--- src/hdl/sfp_pkg.sv ---
// Shared types and constants for the serial frame parser with XOR check.
`default_nettype none
package sfp_pkg;

  localparam int BYTE_W      = 8;
  localparam int KIND_W      = 2;
  localparam int QUEUE_DEPTH = 4;
  localparam logic [BYTE_W-1:0] START_BYTE_RESET = 8'd254;

  // Class of one frame byte, decided by the front end
  typedef enum logic [2:0] {
    OP_LEN,
    OP_CMD1,
    OP_CMD2,
    OP_DATA,
    OP_FCS
  } op_t;

  // Result kind codes
  typedef enum logic [KIND_W-1:0] {
    KIND_HEADER  = 2'd0,
    KIND_PAYLOAD = 2'd1,
    KIND_GOOD    = 2'd2,
    KIND_BAD     = 2'd3
  } kind_t;

  // One queue entry between front and back
  typedef struct packed {
    op_t               op;
    logic [BYTE_W-1:0] data;
  } entry_t;

endpackage
`default_nettype wire

--- src/hdl/sfp_if.sv ---
// Valid/ready channel interfaces for received bytes and parser results.
`default_nettype none
interface sfp_in_if;
  logic       valid;
  logic       ready;
  logic [7:0] rx_byte;

  modport source (output valid, output rx_byte, input ready);
  modport sink   (input valid, input rx_byte, output ready);
endinterface

interface sfp_out_if;
  logic       valid;
  logic       ready;
  logic [1:0] kind;
  logic [7:0] payload_byte;
  logic [7:0] frame_length;
  logic [7:0] command_high;
  logic [7:0] command_low;

  modport source (output valid, output kind, output payload_byte, output frame_length,
                  output command_high, output command_low, input ready);
  modport sink   (input valid, input kind, input payload_byte, input frame_length,
                  input command_high, input command_low, output ready);
endinterface
`default_nettype wire

--- src/hdl/sfp_front.sv ---
// Front end: hunts for the start byte, tracks frame phase and classifies each byte.
`default_nettype none
module sfp_front (
  input  wire logic                     clk,
  input  wire logic                     rst,
  input  wire logic                     cfg_wr_en,
  input  wire logic [sfp_pkg::BYTE_W-1:0] cfg_wr_data,
  sfp_in_if.sink                        rx,
  output logic                          push_valid,
  input  wire logic                     push_ready,
  output sfp_pkg::entry_t               push_entry
);
  import sfp_pkg::*;

  typedef enum logic [2:0] {
    PH_WAIT,
    PH_LEN,
    PH_CMD1,
    PH_CMD2,
    PH_DATA,
    PH_FCS
  } phase_t;

  phase_t            phase, phase_next;
  logic [BYTE_W-1:0] start_byte;
  logic [BYTE_W-1:0] length, length_next;
  logic [BYTE_W-1:0] count, count_next;
  logic              accept;

  assign rx.ready = push_ready;
  assign accept   = rx.valid && push_ready;

  // Classify the incoming byte and advance the phase
  always_comb begin
    phase_next      = phase;
    length_next     = length;
    count_next      = count;
    push_valid      = 1'b0;
    push_entry.op   = OP_LEN;
    push_entry.data = rx.rx_byte;
    if (accept) begin
      unique case (phase)
        PH_WAIT: begin
          if (rx.rx_byte == start_byte) phase_next = PH_LEN;
        end
        PH_LEN: begin
          push_valid  = 1'b1;
          length_next = rx.rx_byte;
          count_next  = '0;
          phase_next  = PH_CMD1;
        end
        PH_CMD1: begin
          push_valid    = 1'b1;
          push_entry.op = OP_CMD1;
          phase_next    = PH_CMD2;
        end
        PH_CMD2: begin
          push_valid    = 1'b1;
          push_entry.op = OP_CMD2;
          phase_next    = (length != '0) ? PH_DATA : PH_FCS;
        end
        PH_DATA: begin
          push_valid    = 1'b1;
          push_entry.op = OP_DATA;
          count_next    = count + 1'b1;
          if (count_next == length) phase_next = PH_FCS;
        end
        PH_FCS: begin
          push_valid    = 1'b1;
          push_entry.op = OP_FCS;
          phase_next    = PH_WAIT;
        end
        default: begin
          phase_next = PH_WAIT;
        end
      endcase
    end
  end

  // Hold phase, counters and the start byte register
  always_ff @(posedge clk) begin
    if (rst) begin
      phase      <= PH_WAIT;
      length     <= '0;
      count      <= '0;
      start_byte <= START_BYTE_RESET;
    end else begin
      phase  <= phase_next;
      length <= length_next;
      count  <= count_next;
      if (cfg_wr_en) start_byte <= cfg_wr_data;
    end
  end

endmodule
`default_nettype wire

--- src/hdl/sfp_queue.sv ---
// Short FIFO of classified bytes between the front and back ends.
`default_nettype none
module sfp_queue #(
  parameter int DEPTH = sfp_pkg::QUEUE_DEPTH
) (
  input  wire logic            clk,
  input  wire logic            rst,
  input  wire logic            push_valid,
  output logic                 push_ready,
  input  wire sfp_pkg::entry_t push_entry,
  output logic                 pop_valid,
  input  wire logic            pop_ready,
  output sfp_pkg::entry_t      pop_entry
);
  import sfp_pkg::*;

  localparam int AW = (DEPTH > 1) ? $clog2(DEPTH) : 1;
  localparam int CW = $clog2(DEPTH + 1);
  localparam logic [AW-1:0] LAST = AW'(DEPTH - 1);

  entry_t          slots [DEPTH];
  logic [AW-1:0]   wr_ptr, rd_ptr;
  logic [CW-1:0]   count;
  logic            do_push, do_pop;

  assign push_ready = (count != CW'(DEPTH));
  assign pop_valid  = (count != '0);
  assign pop_entry  = slots[rd_ptr];
  assign do_push    = push_valid && push_ready;
  assign do_pop     = pop_valid && pop_ready;

  // Store pushed entries
  always_ff @(posedge clk) begin
    if (do_push) slots[wr_ptr] <= push_entry;
  end

  // Advance pointers and occupancy
  always_ff @(posedge clk) begin
    if (rst) begin
      wr_ptr <= '0;
      rd_ptr <= '0;
      count  <= '0;
    end else begin
      if (do_push) wr_ptr <= (wr_ptr == LAST) ? '0 : wr_ptr + 1'b1;
      if (do_pop)  rd_ptr <= (rd_ptr == LAST) ? '0 : rd_ptr + 1'b1;
      if (do_push && !do_pop)      count <= count + 1'b1;
      else if (!do_push && do_pop) count <= count - 1'b1;
    end
  end

  a_count_bound: assert property (@(posedge clk) disable iff (rst)
    count <= CW'(DEPTH))
    else $error("queue occupancy above depth");

  a_push_only_grows: assert property (@(posedge clk) disable iff (rst)
    (do_push && !do_pop) |=> (count == $past(count) + 1'b1))
    else $error("queue count did not grow on a lone push");

  a_pop_only_shrinks: assert property (@(posedge clk) disable iff (rst)
    (do_pop && !do_push) |=> (count == $past(count) - 1'b1))
    else $error("queue count did not shrink on a lone pop");

endmodule
`default_nettype wire

--- src/hdl/sfp_back.sv ---
// Back end: keeps header fields and running XOR, and registers each result.
`default_nettype none
module sfp_back (
  input  wire logic            clk,
  input  wire logic            rst,
  input  wire logic            pop_valid,
  output logic                 pop_ready,
  input  wire sfp_pkg::entry_t pop_entry,
  sfp_out_if.source            res
);
  import sfp_pkg::*;

  logic [BYTE_W-1:0] frame_len, cmd_hi, cmd_lo, running_check;
  logic              out_valid;
  kind_t             out_kind;
  logic [BYTE_W-1:0] out_payload, out_len, out_hi, out_lo;
  logic              has_result;
  logic              do_pop;

  assign has_result = (pop_entry.op == OP_CMD2) || (pop_entry.op == OP_DATA) ||
                      (pop_entry.op == OP_FCS);
  assign pop_ready  = !has_result || !out_valid || res.ready;
  assign do_pop     = pop_valid && pop_ready;

  assign res.valid        = out_valid;
  assign res.kind         = out_kind;
  assign res.payload_byte = out_payload;
  assign res.frame_length = out_len;
  assign res.command_high = out_hi;
  assign res.command_low  = out_lo;

  // Update frame fields and the running check
  always_ff @(posedge clk) begin
    if (rst) begin
      frame_len     <= '0;
      cmd_hi        <= '0;
      cmd_lo        <= '0;
      running_check <= '0;
    end else if (do_pop) begin
      unique case (pop_entry.op)
        OP_LEN: begin
          frame_len     <= pop_entry.data;
          running_check <= pop_entry.data;
        end
        OP_CMD1: begin
          cmd_hi        <= pop_entry.data;
          running_check <= running_check ^ pop_entry.data;
        end
        OP_CMD2: begin
          cmd_lo        <= pop_entry.data;
          running_check <= running_check ^ pop_entry.data;
        end
        OP_DATA: running_check <= running_check ^ pop_entry.data;
        OP_FCS:  ;
        default: ;
      endcase
    end
  end

  // Output valid: set on a result, drop once transferred
  always_ff @(posedge clk) begin
    if (rst) begin
      out_valid <= 1'b0;
    end else if (do_pop && has_result) begin
      out_valid <= 1'b1;
    end else if (res.ready) begin
      out_valid <= 1'b0;
    end
  end

  // Result payload register
  always_ff @(posedge clk) begin
    if (do_pop && has_result) begin
      out_len     <= frame_len;
      out_hi      <= cmd_hi;
      out_lo      <= cmd_lo;
      out_payload <= '0;
      case (pop_entry.op)
        OP_CMD2: begin
          out_kind <= KIND_HEADER;
          out_lo   <= pop_entry.data;
        end
        OP_DATA: begin
          out_kind    <= KIND_PAYLOAD;
          out_payload <= pop_entry.data;
        end
        default: begin
          out_kind <= (pop_entry.data == running_check) ? KIND_GOOD : KIND_BAD;
        end
      endcase
    end
  end

  a_hold_stalled: assert property (@(posedge clk) disable iff (rst)
    (out_valid && !res.ready) |=> (out_valid && $stable(out_kind)))
    else $error("stalled result changed");

  a_no_pop_over_result: assert property (@(posedge clk) disable iff (rst)
    (do_pop && has_result && out_valid) |-> res.ready)
    else $error("result overwritten before transfer");

  a_payload_zero: assert property (@(posedge clk) disable iff (rst)
    (out_valid && out_kind != KIND_PAYLOAD) |-> (out_payload == '0))
    else $error("payload byte set on a non-payload result");

endmodule
`default_nettype wire

--- src/hdl/serial_frame_parser_xor_fcs_core.sv ---
// Top level of the serial frame parser with XOR frame check.
//
//  channel   dir  handshake          payload
//  rx        in   rx.valid/rx.ready   rx_byte
//  res       out  res.valid/res.ready kind, payload_byte, frame_length,
//                                      command_high, command_low
//  cfg       in   cfg_wr_en          cfg_wr_data -> start_byte
//
// One byte is accepted per cycle while rx.ready is high; results are registered.
// The front end tracks frame phase; a small FIFO feeds the back end, which
// keeps the header fields and running XOR and owns the output register.
// rx.ready drops only when the FIFO is full (the result side stalled).
// Reset (rst, synchronous) clears all control state and sets start_byte to 254.
`default_nettype none
module serial_frame_parser_xor_fcs_core #(
  parameter int QUEUE_DEPTH = sfp_pkg::QUEUE_DEPTH
) (
  input  wire logic                       clk,
  input  wire logic                       rst,
  input  wire logic                       cfg_wr_en,
  input  wire logic [sfp_pkg::BYTE_W-1:0] cfg_wr_data,
  sfp_in_if.sink                          rx,
  sfp_out_if.source                       res
);
  import sfp_pkg::*;

  logic   push_valid, push_ready, pop_valid, pop_ready;
  entry_t push_entry, pop_entry;

  // Classify incoming bytes
  sfp_front u_front (
    .clk         (clk),
    .rst         (rst),
    .cfg_wr_en   (cfg_wr_en),
    .cfg_wr_data (cfg_wr_data),
    .rx          (rx),
    .push_valid  (push_valid),
    .push_ready  (push_ready),
    .push_entry  (push_entry)
  );

  // Decouple front and back
  sfp_queue #(.DEPTH(QUEUE_DEPTH)) u_queue (
    .clk        (clk),
    .rst        (rst),
    .push_valid (push_valid),
    .push_ready (push_ready),
    .push_entry (push_entry),
    .pop_valid  (pop_valid),
    .pop_ready  (pop_ready),
    .pop_entry  (pop_entry)
  );

  // Build and deliver results
  sfp_back u_back (
    .clk       (clk),
    .rst       (rst),
    .pop_valid (pop_valid),
    .pop_ready (pop_ready),
    .pop_entry (pop_entry),
    .res       (res)
  );

endmodule
`default_nettype wire
--- src/flat_wrapper.sv ---
// flat-port wrapper written by rule: the top's interface ports become plain ports
module serial_frame_parser_xor_fcs_core_flat import sfp_pkg::*;
#(
  parameter int QUEUE_DEPTH = sfp_pkg::QUEUE_DEPTH
)
  (clk, rst, cfg_wr_en, cfg_wr_data, rx_valid, rx_rx_byte, rx_ready, res_valid, res_kind, res_payload_byte, res_frame_length, res_command_high, res_command_low, res_ready);
  sfp_in_if rx_i ();
  sfp_out_if res_i ();
  input  wire logic clk;
  input  wire logic rst;
  input  wire logic cfg_wr_en;
  input  wire logic [sfp_pkg::BYTE_W-1:0] cfg_wr_data;
  input wire logic [$bits(rx_i.valid)-1:0] rx_valid;
  input wire logic [$bits(rx_i.rx_byte)-1:0] rx_rx_byte;
  output wire logic [$bits(rx_i.ready)-1:0] rx_ready;
  output wire logic [$bits(res_i.valid)-1:0] res_valid;
  output wire logic [$bits(res_i.kind)-1:0] res_kind;
  output wire logic [$bits(res_i.payload_byte)-1:0] res_payload_byte;
  output wire logic [$bits(res_i.frame_length)-1:0] res_frame_length;
  output wire logic [$bits(res_i.command_high)-1:0] res_command_high;
  output wire logic [$bits(res_i.command_low)-1:0] res_command_low;
  input wire logic [$bits(res_i.ready)-1:0] res_ready;
  assign rx_i.valid = rx_valid;
  assign rx_i.rx_byte = rx_rx_byte;
  assign rx_ready = rx_i.ready;
  assign res_valid = res_i.valid;
  assign res_kind = res_i.kind;
  assign res_payload_byte = res_i.payload_byte;
  assign res_frame_length = res_i.frame_length;
  assign res_command_high = res_i.command_high;
  assign res_command_low = res_i.command_low;
  assign res_i.ready = res_ready;
  serial_frame_parser_xor_fcs_core #(.QUEUE_DEPTH(QUEUE_DEPTH)) u_core (.clk(clk), .rst(rst), .cfg_wr_en(cfg_wr_en), .cfg_wr_data(cfg_wr_data), .rx(rx_i), .res(res_i));
endmodule
--- config.mk ---
export PLATFORM = sky130hd
export DESIGN_NAME = serial_frame_parser_xor_fcs_core_flat
export DESIGN_NICKNAME = d
export VERILOG_FILES = /design/src/hdl/sfp_pkg.sv /design/src/hdl/sfp_if.sv /design/src/hdl/sfp_front.sv /design/src/hdl/sfp_queue.sv /design/src/hdl/sfp_back.sv /design/src/hdl/serial_frame_parser_xor_fcs_core.sv /design/src/flat_wrapper.sv
export SDC_FILE = /design/constraint.sdc
export NUM_CORES = 1
export LEC_CHECK = 0
export ABC_AREA = 1
export BUFFER_PORTS_ARGS = -buffer_cell sky130_fd_sc_hd__buf_2
export CAP_MARGIN = 20
export CORE_ASPECT_RATIO = 1.1
export CORE_MARGIN = 5
export CORE_UTILIZATION = 59
export CTS_BUF_LIST = sky130_fd_sc_hd__clkbuf_16
export CTS_CLUSTER_SIZE = 20
export DETAILED_ROUTE_END_ITERATION = 8
export PLACE_DENSITY = 0.85
export SETUP_SLACK_MARGIN = 0.05
export SKIP_CTS_REPAIR_TIMING = 1
export SYNTH_ARGS = -nofsm -noshare
export SYNTH_HDL_FRONTEND = slang
export SYNTH_HIERARCHICAL = 1
export SYNTH_SLANG_ARGS = --single-unit
--- constraint.sdc ---
create_clock -name clk -period 3.3 [get_ports clk]
set_input_delay 0.495 -clock clk [delete_from_list [all_inputs] [get_ports clk]]
set_output_delay 0.495 -clock clk [all_outputs]
set_load 0.03 [all_outputs]
---- Word-level counts from Yosys, hierarchy flattened ----
Memory sizes are Yosys's and may differ from the RTL's. A register that Yosys moved wholly into a read port is not among the register bits.
Cells that the tools add are included.
cells by class
  add/subtract/negate cells ............... 5
  eq/ne operators ......................... 17
  multiplexer cells ....................... 23
  bitwise operators ....................... 1
  reductions and logical operators ........ 30
operators by type and width
  kind                   number
  $pmux W8 S2            2
  $eq A8 B8 Y1           3
  $mux W3                5
  $pmux W3 S5            1
  $eq A3 B2 Y1 const B   4
  $pmux W3 S4            1
  $reduce_and A2 Y1      5
  $eq A3 B3 Y1 const B   3
  $add A8 B1 Y8 const B  1
  $mux W1                8
  $mux W2                4
  $mux W8                1
  $reduce_bool A2 Y1     4
  $reduce_bool A8 Y1     1
  $xor A8 B8 Y8          1
  $eq A3 B1 Y1 const B   2
  $logic_and A1 B1 Y1    6
  $logic_not A3 Y1       2
  $reduce_or A5 Y1       1
  $add A2 B1 Y2 const B  2
  $eq A2 B2 Y1 const B   2
  $logic_not A1 Y1       4
  $logic_or A1 B1 Y1     4
  $ne A2 B2 Y1 const B   2
  other kinds (7)        7
storage, ports and cells
  flip-flop bits (word level) ............. 101
  bits in writable memories ............... 44
  input bits .............................. 21
  output and inout bits ................... 36
  memories ................................ 1
memory list
  name                  depth  bits a word  rd ports  clocked after memory_dff  wr ports  line             source
  u_core.u_queue.slots  4      11           1         1                         1         sfp_queue.sv:21  entry_t slots [DEPTH];

---- Depth between registers and ports, before layout ----
Gate-level depths: netlist of run 1.
  depth after elaboration ................. 10
  gate-level depth with buffers ........... 19
  gate-level depth less buffers ........... 17

---- Modules after synthesis ----
Netlist of run 1, hierarchy kept.
modules (own cells, without submodules)
  module     instances  cells each  area an instance (sq um)
  sfp_back   1          308         2,728.9
  sfp_queue  1          176         2,164.6
  sfp_front  1          245         1,607.8

---- Least setup slack after synthesis of run 1 ----
Ideal clock, no wire load.
  kind .................................... reg2reg
  start ................................... register (tool-made name)
  end ..................................... register u_core.u_back.out_hi[0] (netlist: u_core/u_back/res.command_high[0]), enable pin
  data arrival time ....................... 2.269 ns
  required time ........................... 2.911 ns
  setup slack ............................. 0.642 ns
  cell stages (with the launch flop) ...... 11
  cell sequence ........................... dfxtp_1 buf_2 nor2_1 o22ai_1 nor2_1 nand2_1 nand2_2 a21boi_4 buf_4 nand2_1 inv_1
RTL lines
  element               line            source
  end signal, assigned  sfp_back.sv:75  out_hi <= cmd_hi;
  end, declared         sfp_back.sv:16  logic [BYTE_W-1:0] out_payload, out_len, out_hi, out_lo;

==> impl_metrics.ini, run 1 <==
[detailed_routing]
route.detailed.drc = 0
vias_per_cell = 5.235
wirelength_um = 13140
vias = 4931
wire_per_inst_um = 13.95
drtPass1Iterations = 5
drt_iter0_drc = 295
ant_nets = 0

[place]
dpl.hpwl_um = 9284
io_buffers = 56
preCtsSetupSlack_ps = 482.4
dpl_cell_area_mm2 = 0.006838
dp.cells = 910
place_congestion = 0.8682

[grt]
grt_use_met3_pct = 4.572
top_usage_layer = met2
grt_util_met2_pct = 36.65
grt_overflow = 0
grt_pass1_vias = 4732
grt_max_degree = 34
grt_pass1_wl_um = 21260
use_met1_pct = 23.09
grt_use_total_pct = 20.66
antenna_found_initial = 0

[power_and_ir_drop]
p_total_w = 0.006873
clockPowerShare_pct = 25.5
leakage_nw = 3.162
p_sw_share_pct = 39.30
p_int_w = 0.004172
p_per_area_mw_per_mm2 = 931.3
seqPwrFrac_pct = 37.8
ir_drop_mv = 0.5772
combPwrFrac_pct = 36.7
p_switching_w = 0.002701

[cells_and_area]
final_area_mm2 = 0.007380
nFillCells = 792
diodes = 0
drive_above_1_share_pct = 16.10
nNetsFinal = 811
final_cells = 942
area_delta_synth_final_pct = 13.51

[cts]
tritoncts = done
htreeDepth = 4
clk-insertion-delay-late_ps = 410
clockBufferDepth = 2
clkTransAtPathRegs_ps = 60
clock-root-buffer = clkbuf_16
cts_sinks = 147
cts_inserted_buffers = 17

[floorplanning]
io_pins = 57
rows = 40
dieArea_mm2 = 0.01322
core_area_mm2 = 0.01086
initial_core_util_pct = 59.86
fp.dieW_um = 110.1
die_h_um = 120.1

[worst_setup_path]
critPathSlowestCell = dfxtp_1
cp_max_fo = 12
cp.arrival_ps = 3170
end_kind = flip-flop
max_stage_delay_ps = 440
cp.required_ps = 3610
cp_cell_sequence = inv_2 > o21ai_1 > o22ai_1 > nand2_2 > nand2_2 > nand2_2 > nand2_4 > ha_1 > inv_1 > fa_1 > inv_1 > nand2_1 > nand3_1 > nand2_1 > inv_1 > nor2_1
worstSetupPathType = reg -> reg
start_kind = flip-flop

[synth]
synth_nets = 758
synth_enable_flop_cells = 78
ys.flop_type = edfxtp_1
syn-cell-area_mm2 = 0.006501
synth-seq-cells = 147
yosys.area.top_type_share_pct = 36.03
syn_area_per_cell_um2 = 8.918
async_flop_share_pct = 0
synth_common_cells = nand2_1, nor2_1, edfxtp_1, inv_1, dfxtp_1
ys.warnings.count = 6
yosysSeqAreaShare_pct = 57.27
synth.most_common_cell = nand2_1
yosysUniqueCellTypes = 35
synthTopCellsByArea = edfxtp_1, dfxtp_1, nand2_1, nor2_1, inv_1
syn_inst = 729
yosys.area.top_type = edfxtp_1

[timing]
slew_viol_final = 0
setup_viol = 0
tightest_slew_ps = 624.1
setup_ws_ps = 431.9
clock_skew_ps = 7.473
fmax_ghz = 0.3487
relSlewSlack_pct = 58.27
rsz0062_at_grt = no
finalHoldViolCount = 0
finalCritPeriodShare_pct = 86.91
setup_tns_ps = 0
min_period_ps = 2868

[run_status]
status = completed

[min_path]
min-delay-start = cfg_wr_data[2]
hold_path_class = in -> reg

[run]
maxCapViolCount = 0
## state kept, by name (all words and copies together), names as in the netlist, named ones only
name and flops:
u_core/u_queue/slots 44, u_core/u_back/cmd_hi 8, u_core/u_back/cmd_lo 8, u_core/u_back/frame_len 8, u_core/u_back/res.command_high 8, u_core/u_back/res.command_low 8
u_core/u_back/res.frame_length 8, u_core/u_back/res.payload_byte 8, u_core/u_back/running_check 8, u_core/u_front/count 8, u_core/u_front/length 8, u_core/u_front/start_byte 8
u_core/u_front/phase 3, u_core/u_queue/count 3, u_core/u_back/res.kind 2, u_core/u_queue/rd_ptr 2, u_core/u_queue/wr_ptr 2, u_core/u_back/res.valid 1
## layout make-up
cell class	instances	area, µm²	share of cell area [%]
Sequential cell	147	3724	50.46
Multi-Input combinational cell	465	2263	30.67
Clock buffer	17	425.4	5.765
Timing Repair Buffer	64	340.3	4.612
Inverter	87	326.6	4.425
Tap cell	147	183.9	2.492
Clock inverter	15	116.4	1.577
## routing by layer
layer,vias up,share of wire (%)
met5,-,0
met4,0,2.5
met3,34,5.4
met2,169,52
met1,2271,40
li1,2457,-
## placed cells by master (no fill, tap or decap)
cell type and n:
a211oi_1 1, a21boi_4 1, a21oi_1 44, a31oi_1 2
and2_1 1, buf_2 56, buf_4 8, bufinv_16 1
clkbuf_16 17, clkinv_1 2, clkinv_2 2, clkinvlp_4 3
dfxtp_1 69, edfxtp_1 78, fa_1 1, ha_1 7
inv_1 78, inv_2 11, inv_4 2, inv_6 3
nand2_1 137, nand2_2 6, nand2_4 4, nand3_1 34
nand3_4 1, nand3b_1 2, nand4_1 6, nor2_1 132
nor2_2 2, nor2_4 7, nor3_1 2, o21ai_0 26
o21ai_1 18, o21ai_2 1, o22ai_1 11, or2_2 3
xnor2_1 12, xor2_1 4
## power groups by stage
stage               logic, W  registers (W)  clock network [W]
floorplan            0.00156        0.00302                  0
global placement     0.00238        0.00261                  0
detailed placement   0.00248        0.00263                  0
CTS                  0.00251        0.00260            0.00177
global route         0.00279        0.00264            0.00185
finish               0.00252        0.00260            0.00175
## through the flow
step	hold WS, ps	util [%]
after floorplan	408.6	-
after global placement	418.2	62.96
after detailed placement	417.6	62.96
after CTS	285.9	67.95
after global routing	291.3	67.95
final	295.4	67.95
## path summary, 6_finish.rpt
kind,to,slack [ps],cells after the start
worst max-delay path,u_core/u_queue/count[2]$_SDFFE_PP0P_,430,16
worst min-delay path,u_core/u_front/start_byte[2]$_SDFFE_PP1P_,300,3
worst max register to register,u_core/u_queue/count[2]$_SDFFE_PP0P_,430,16
worst min register to register,u_core/u_back/res.frame_length[0]$_DFFE_PP_,430,0
## cells by family (layout without fill, tap and decap cells)
kind of cell    after synthesis  in the layout  synth area share, %
flops                       147            147                57.27
xor+xnor                     16             16                2.155
compound gates              104            104                8.564
fa+ha+maj                     8              8                1.655
buf+inv                     117            183                7.910
simple gates                337            337                22.44
## critical path, delay by kind of cell, from the launching register on
family	cells	cell delay, ps
DFF	1	440
buffers and inverters	4	430
AOI/OAI and AO/OA	2	500
and+or+nand+nor	8	840
adders and majority gates	2	560
No activity file was read; power rests on OpenSTA's default activity.
==> run 2: changes to the inputs <==
- ABC_AREA: 1 -> default
==> impl_metrics.ini, run 2 <==
[synth]
syn_inst = 533
syn_area_per_cell_um2 = 12.19
yosys.area.top_type_share_pct = 36.05
syn-cell-area_mm2 = 0.006497
yosysUniqueCellTypes = 67
synth-seq-cells = 147
synth.most_common_cell = edfxtp_1
yosysSeqAreaShare_pct = 57.31
synthTopCellsByArea = edfxtp_1, dfxtp_1, mux4_2, mux2i_1, xor2_1
ys.flop_type = edfxtp_1
async_flop_share_pct = 0
ys.warnings.count = 6
synth_enable_flop_cells = 78
synth_common_cells = edfxtp_1, dfxtp_1, nor2_1, a21oi_1, nand2_1
synth_nets = 562
yosys.area.top_type = edfxtp_1

[power_and_ir_drop]
p_switching_w = 0.001663
combPwrFrac_pct = 22.6
p_per_area_mw_per_mm2 = 746.1
p_int_w = 0.003857
seqPwrFrac_pct = 42.2
clockPowerShare_pct = 35.3
leakage_nw = 2.634
p_sw_share_pct = 30.13
ir_drop_mv = 0.3710

[cells_and_area]
nNetsFinal = 603
largest_register = u_core/u_queue/slots
final_cells = 734
diodes = 0
area_delta_synth_final_pct = 13.86
largest_reg_flops = 44
nFillCells = 758
final_util_pct = 68.12
final_common_cell = edfxtp_1
final_cell_mix = edfxtp_1, dfxtp_1, buf_2
drive_above_1_share_pct = 25.38

[detailed_routing]
route.detailed.drc = 0
vias_per_cell = 5.838
drtPass1Iterations = 5
wirelength_um = 12620
ant_nets = 0
met1_length_um = 4971
wl_met3_um = 624
wl_met2_um = 6636
vias = 4285
wire_per_inst_um = 17.20
drt_iter0_drc = 299
highest_layer = met4

[grt]
grt_max_degree = 48
grt_use_total_pct = 20.32
grt_pass1_vias = 4134
antenna_found_initial = 0
grt_overflow = 0
grt_pass1_wl_um = 20630

[cts]
htreeDepth = 4
cts_sinks = 147
tritoncts = done
cts_inserted_buffers = 17
clockBufferDepth = 2
clock-root-buffer = clkbuf_16
clkTransAtPathRegs_ps = 60
clk-insertion-delay-late_ps = 420

[place]
dpl.hpwl_um = 8313
place_congestion = 0.8643
dp.cells = 699
io_buffers = 56

[worst_setup_path]
critPathSlowestCell = mux4_2
end_kind = flip-flop
cp.required_ps = 3640
worstSetupPathType = reg -> reg
start_kind = flip-flop
max_stage_delay_ps = 530
cp.arrival_ps = 3330
rrSetupSlack_ps = 300
cp_max_fo = 4
cp_cell_sequence = mux4_2 > nor3b_1 > o21ai_0 > o31ai_1 > ha_2 > inv_1 > fa_1 > xor2_1 > or3_2 > a21oi_1

[timing]
clock_skew_ps = 6.830
slew_viol_final = 0
finalHoldViolCount = 0
relSlewSlack_pct = 43.40
setup_viol = 0
setup_tns_ps = 0
tightest_slew_ps = 848.9
rsz0062_at_grt = no
fmax_ghz = 0.3336
finalCritPeriodShare_pct = 90.84
min_period_ps = 2998

[floorplanning]
rows = 40
core_area_mm2 = 0.01086
dieArea_mm2 = 0.01321
io_pins = 57
die_h_um = 120.1
fp.dieW_um = 110.1
initial_core_util_pct = 59.83

[run]
maxCapViolCount = 0

[run_status]
status = completed

[min_path]
hold_path_class = in -> reg
## run 2: cell count changes after synthesis, sizes merged, moves of 14 or more
cell / before / now
a21oi: 44 / 30
and3: 0 / 15
clkbuf: 7 / 25
inv: 86 / 8
mux2i: 0 / 20
nand2: 147 / 27
nand3: 35 / 13
nor2: 141 / 36
o21ai: 45 / 21
xor2: 4 / 20
## run 2: stage by stage
stage | setup WS [ps] | hold WS [ps] | cell area (µm²) | power (W)
after floorplan | 62.33 | 407.6 | 6502 | 0.003293
after global placement | 368.1 | 416.4 | 6765 | 0.003513
after detailed placement | 238.0 | 415.8 | 6765 | 0.003568
after CTS | 218.3 | 260.1 | 7372 | 0.005508
after global routing | 93.77 | 262.7 | 7398 | 0.005783
final | 302.3 | 273.0 | 7398 | 0.005520
## run 2: metal layers
| metal | global-route usage (%) | up-vias |
|---|---|---|
| li1 | - | 2032 |
| met1 | 23.61 | 2072 |
| met2 | 33.88 | 148 |
| met3 | 5.003 | 33 |
| met4 | 11.22 | 0 |
| met5 | 0 | - |
## run 2: kinds of logic (layout without fill, tap and decap cells)
| group | Yosys count | in the layout | share of synthesized area (%) |
|---|---|---|---|
| mux | 39 | 39 | 8.280 |
| xor+xnor | 29 | 29 | 3.909 |
| flops | 147 | 147 | 57.31 |
| buf+inv | 57 | 111 | 4.911 |
| fa+ha+maj | 8 | 8 | 1.656 |
| compound gates | 98 | 98 | 10.03 |
| simple gates | 155 | 155 | 13.90 |
## run 2: critical path: cells and delay by family (launching register included)
| family | cells | cell delay (ps) |
|---|---|---|
| AO/OA/AOI/OAI | 3 | 430 |
| XOR/XNOR | 1 | 180 |
| adder cells (fa/ha/maj) | 2 | 670 |
| buffers and inverters | 1 | 50 |
| flip-flops | 1 | 390 |
| multiplexers | 1 | 530 |
| AND/OR/NAND/NOR | 2 | 670 |
## run 2: path summary, 6_finish.rpt
kind,end,cells past startpoint,startpoint
worst min-delay path,u_core/u_front/start_byte[2]$_SDFFE_PP1P_,2,cfg_wr_data[2]
worst min register to register,u_core/u_back/res.command_high[6]$_DFFE_PP_,0,u_core/u_back/cmd_hi[6]$_SDFFE_PP0P_
worst max-delay path,u_core/u_queue/count[2]$_SDFFE_PP0P_,10,flip-flop
worst max register to register,u_core/u_queue/count[2]$_SDFFE_PP0P_,10,flip-flop
## run 2: final cells by class
| cell class | instances | area [µm²] | share of cell area (%) |
|---|---|---|---|
| Clock inverter | 15 | 181.4 | 2.452 |
| Multi-Input combinational cell | 329 | 2460 | 33.25 |
| Sequential cell | 147 | 3725 | 50.35 |
| Timing Repair Buffer | 71 | 392.9 | 5.310 |
| Clock buffer | 17 | 425.4 | 5.750 |
| Tap cell | 147 | 183.9 | 2.486 |
| Inverter | 8 | 30.03 | 0.4059 |
## run 2: power groups by stage
stage	registers, W	logic [W]	clock network [W]
final	0.00233	0.00124	0.00195
after global routing	0.00236	0.00135	0.00207
after CTS	0.00233	0.00121	0.00197
after detailed placement	0.00237	0.00120	0
after global placement	0.00235	0.00116	0
after floorplan	0.00250	0.000790	0
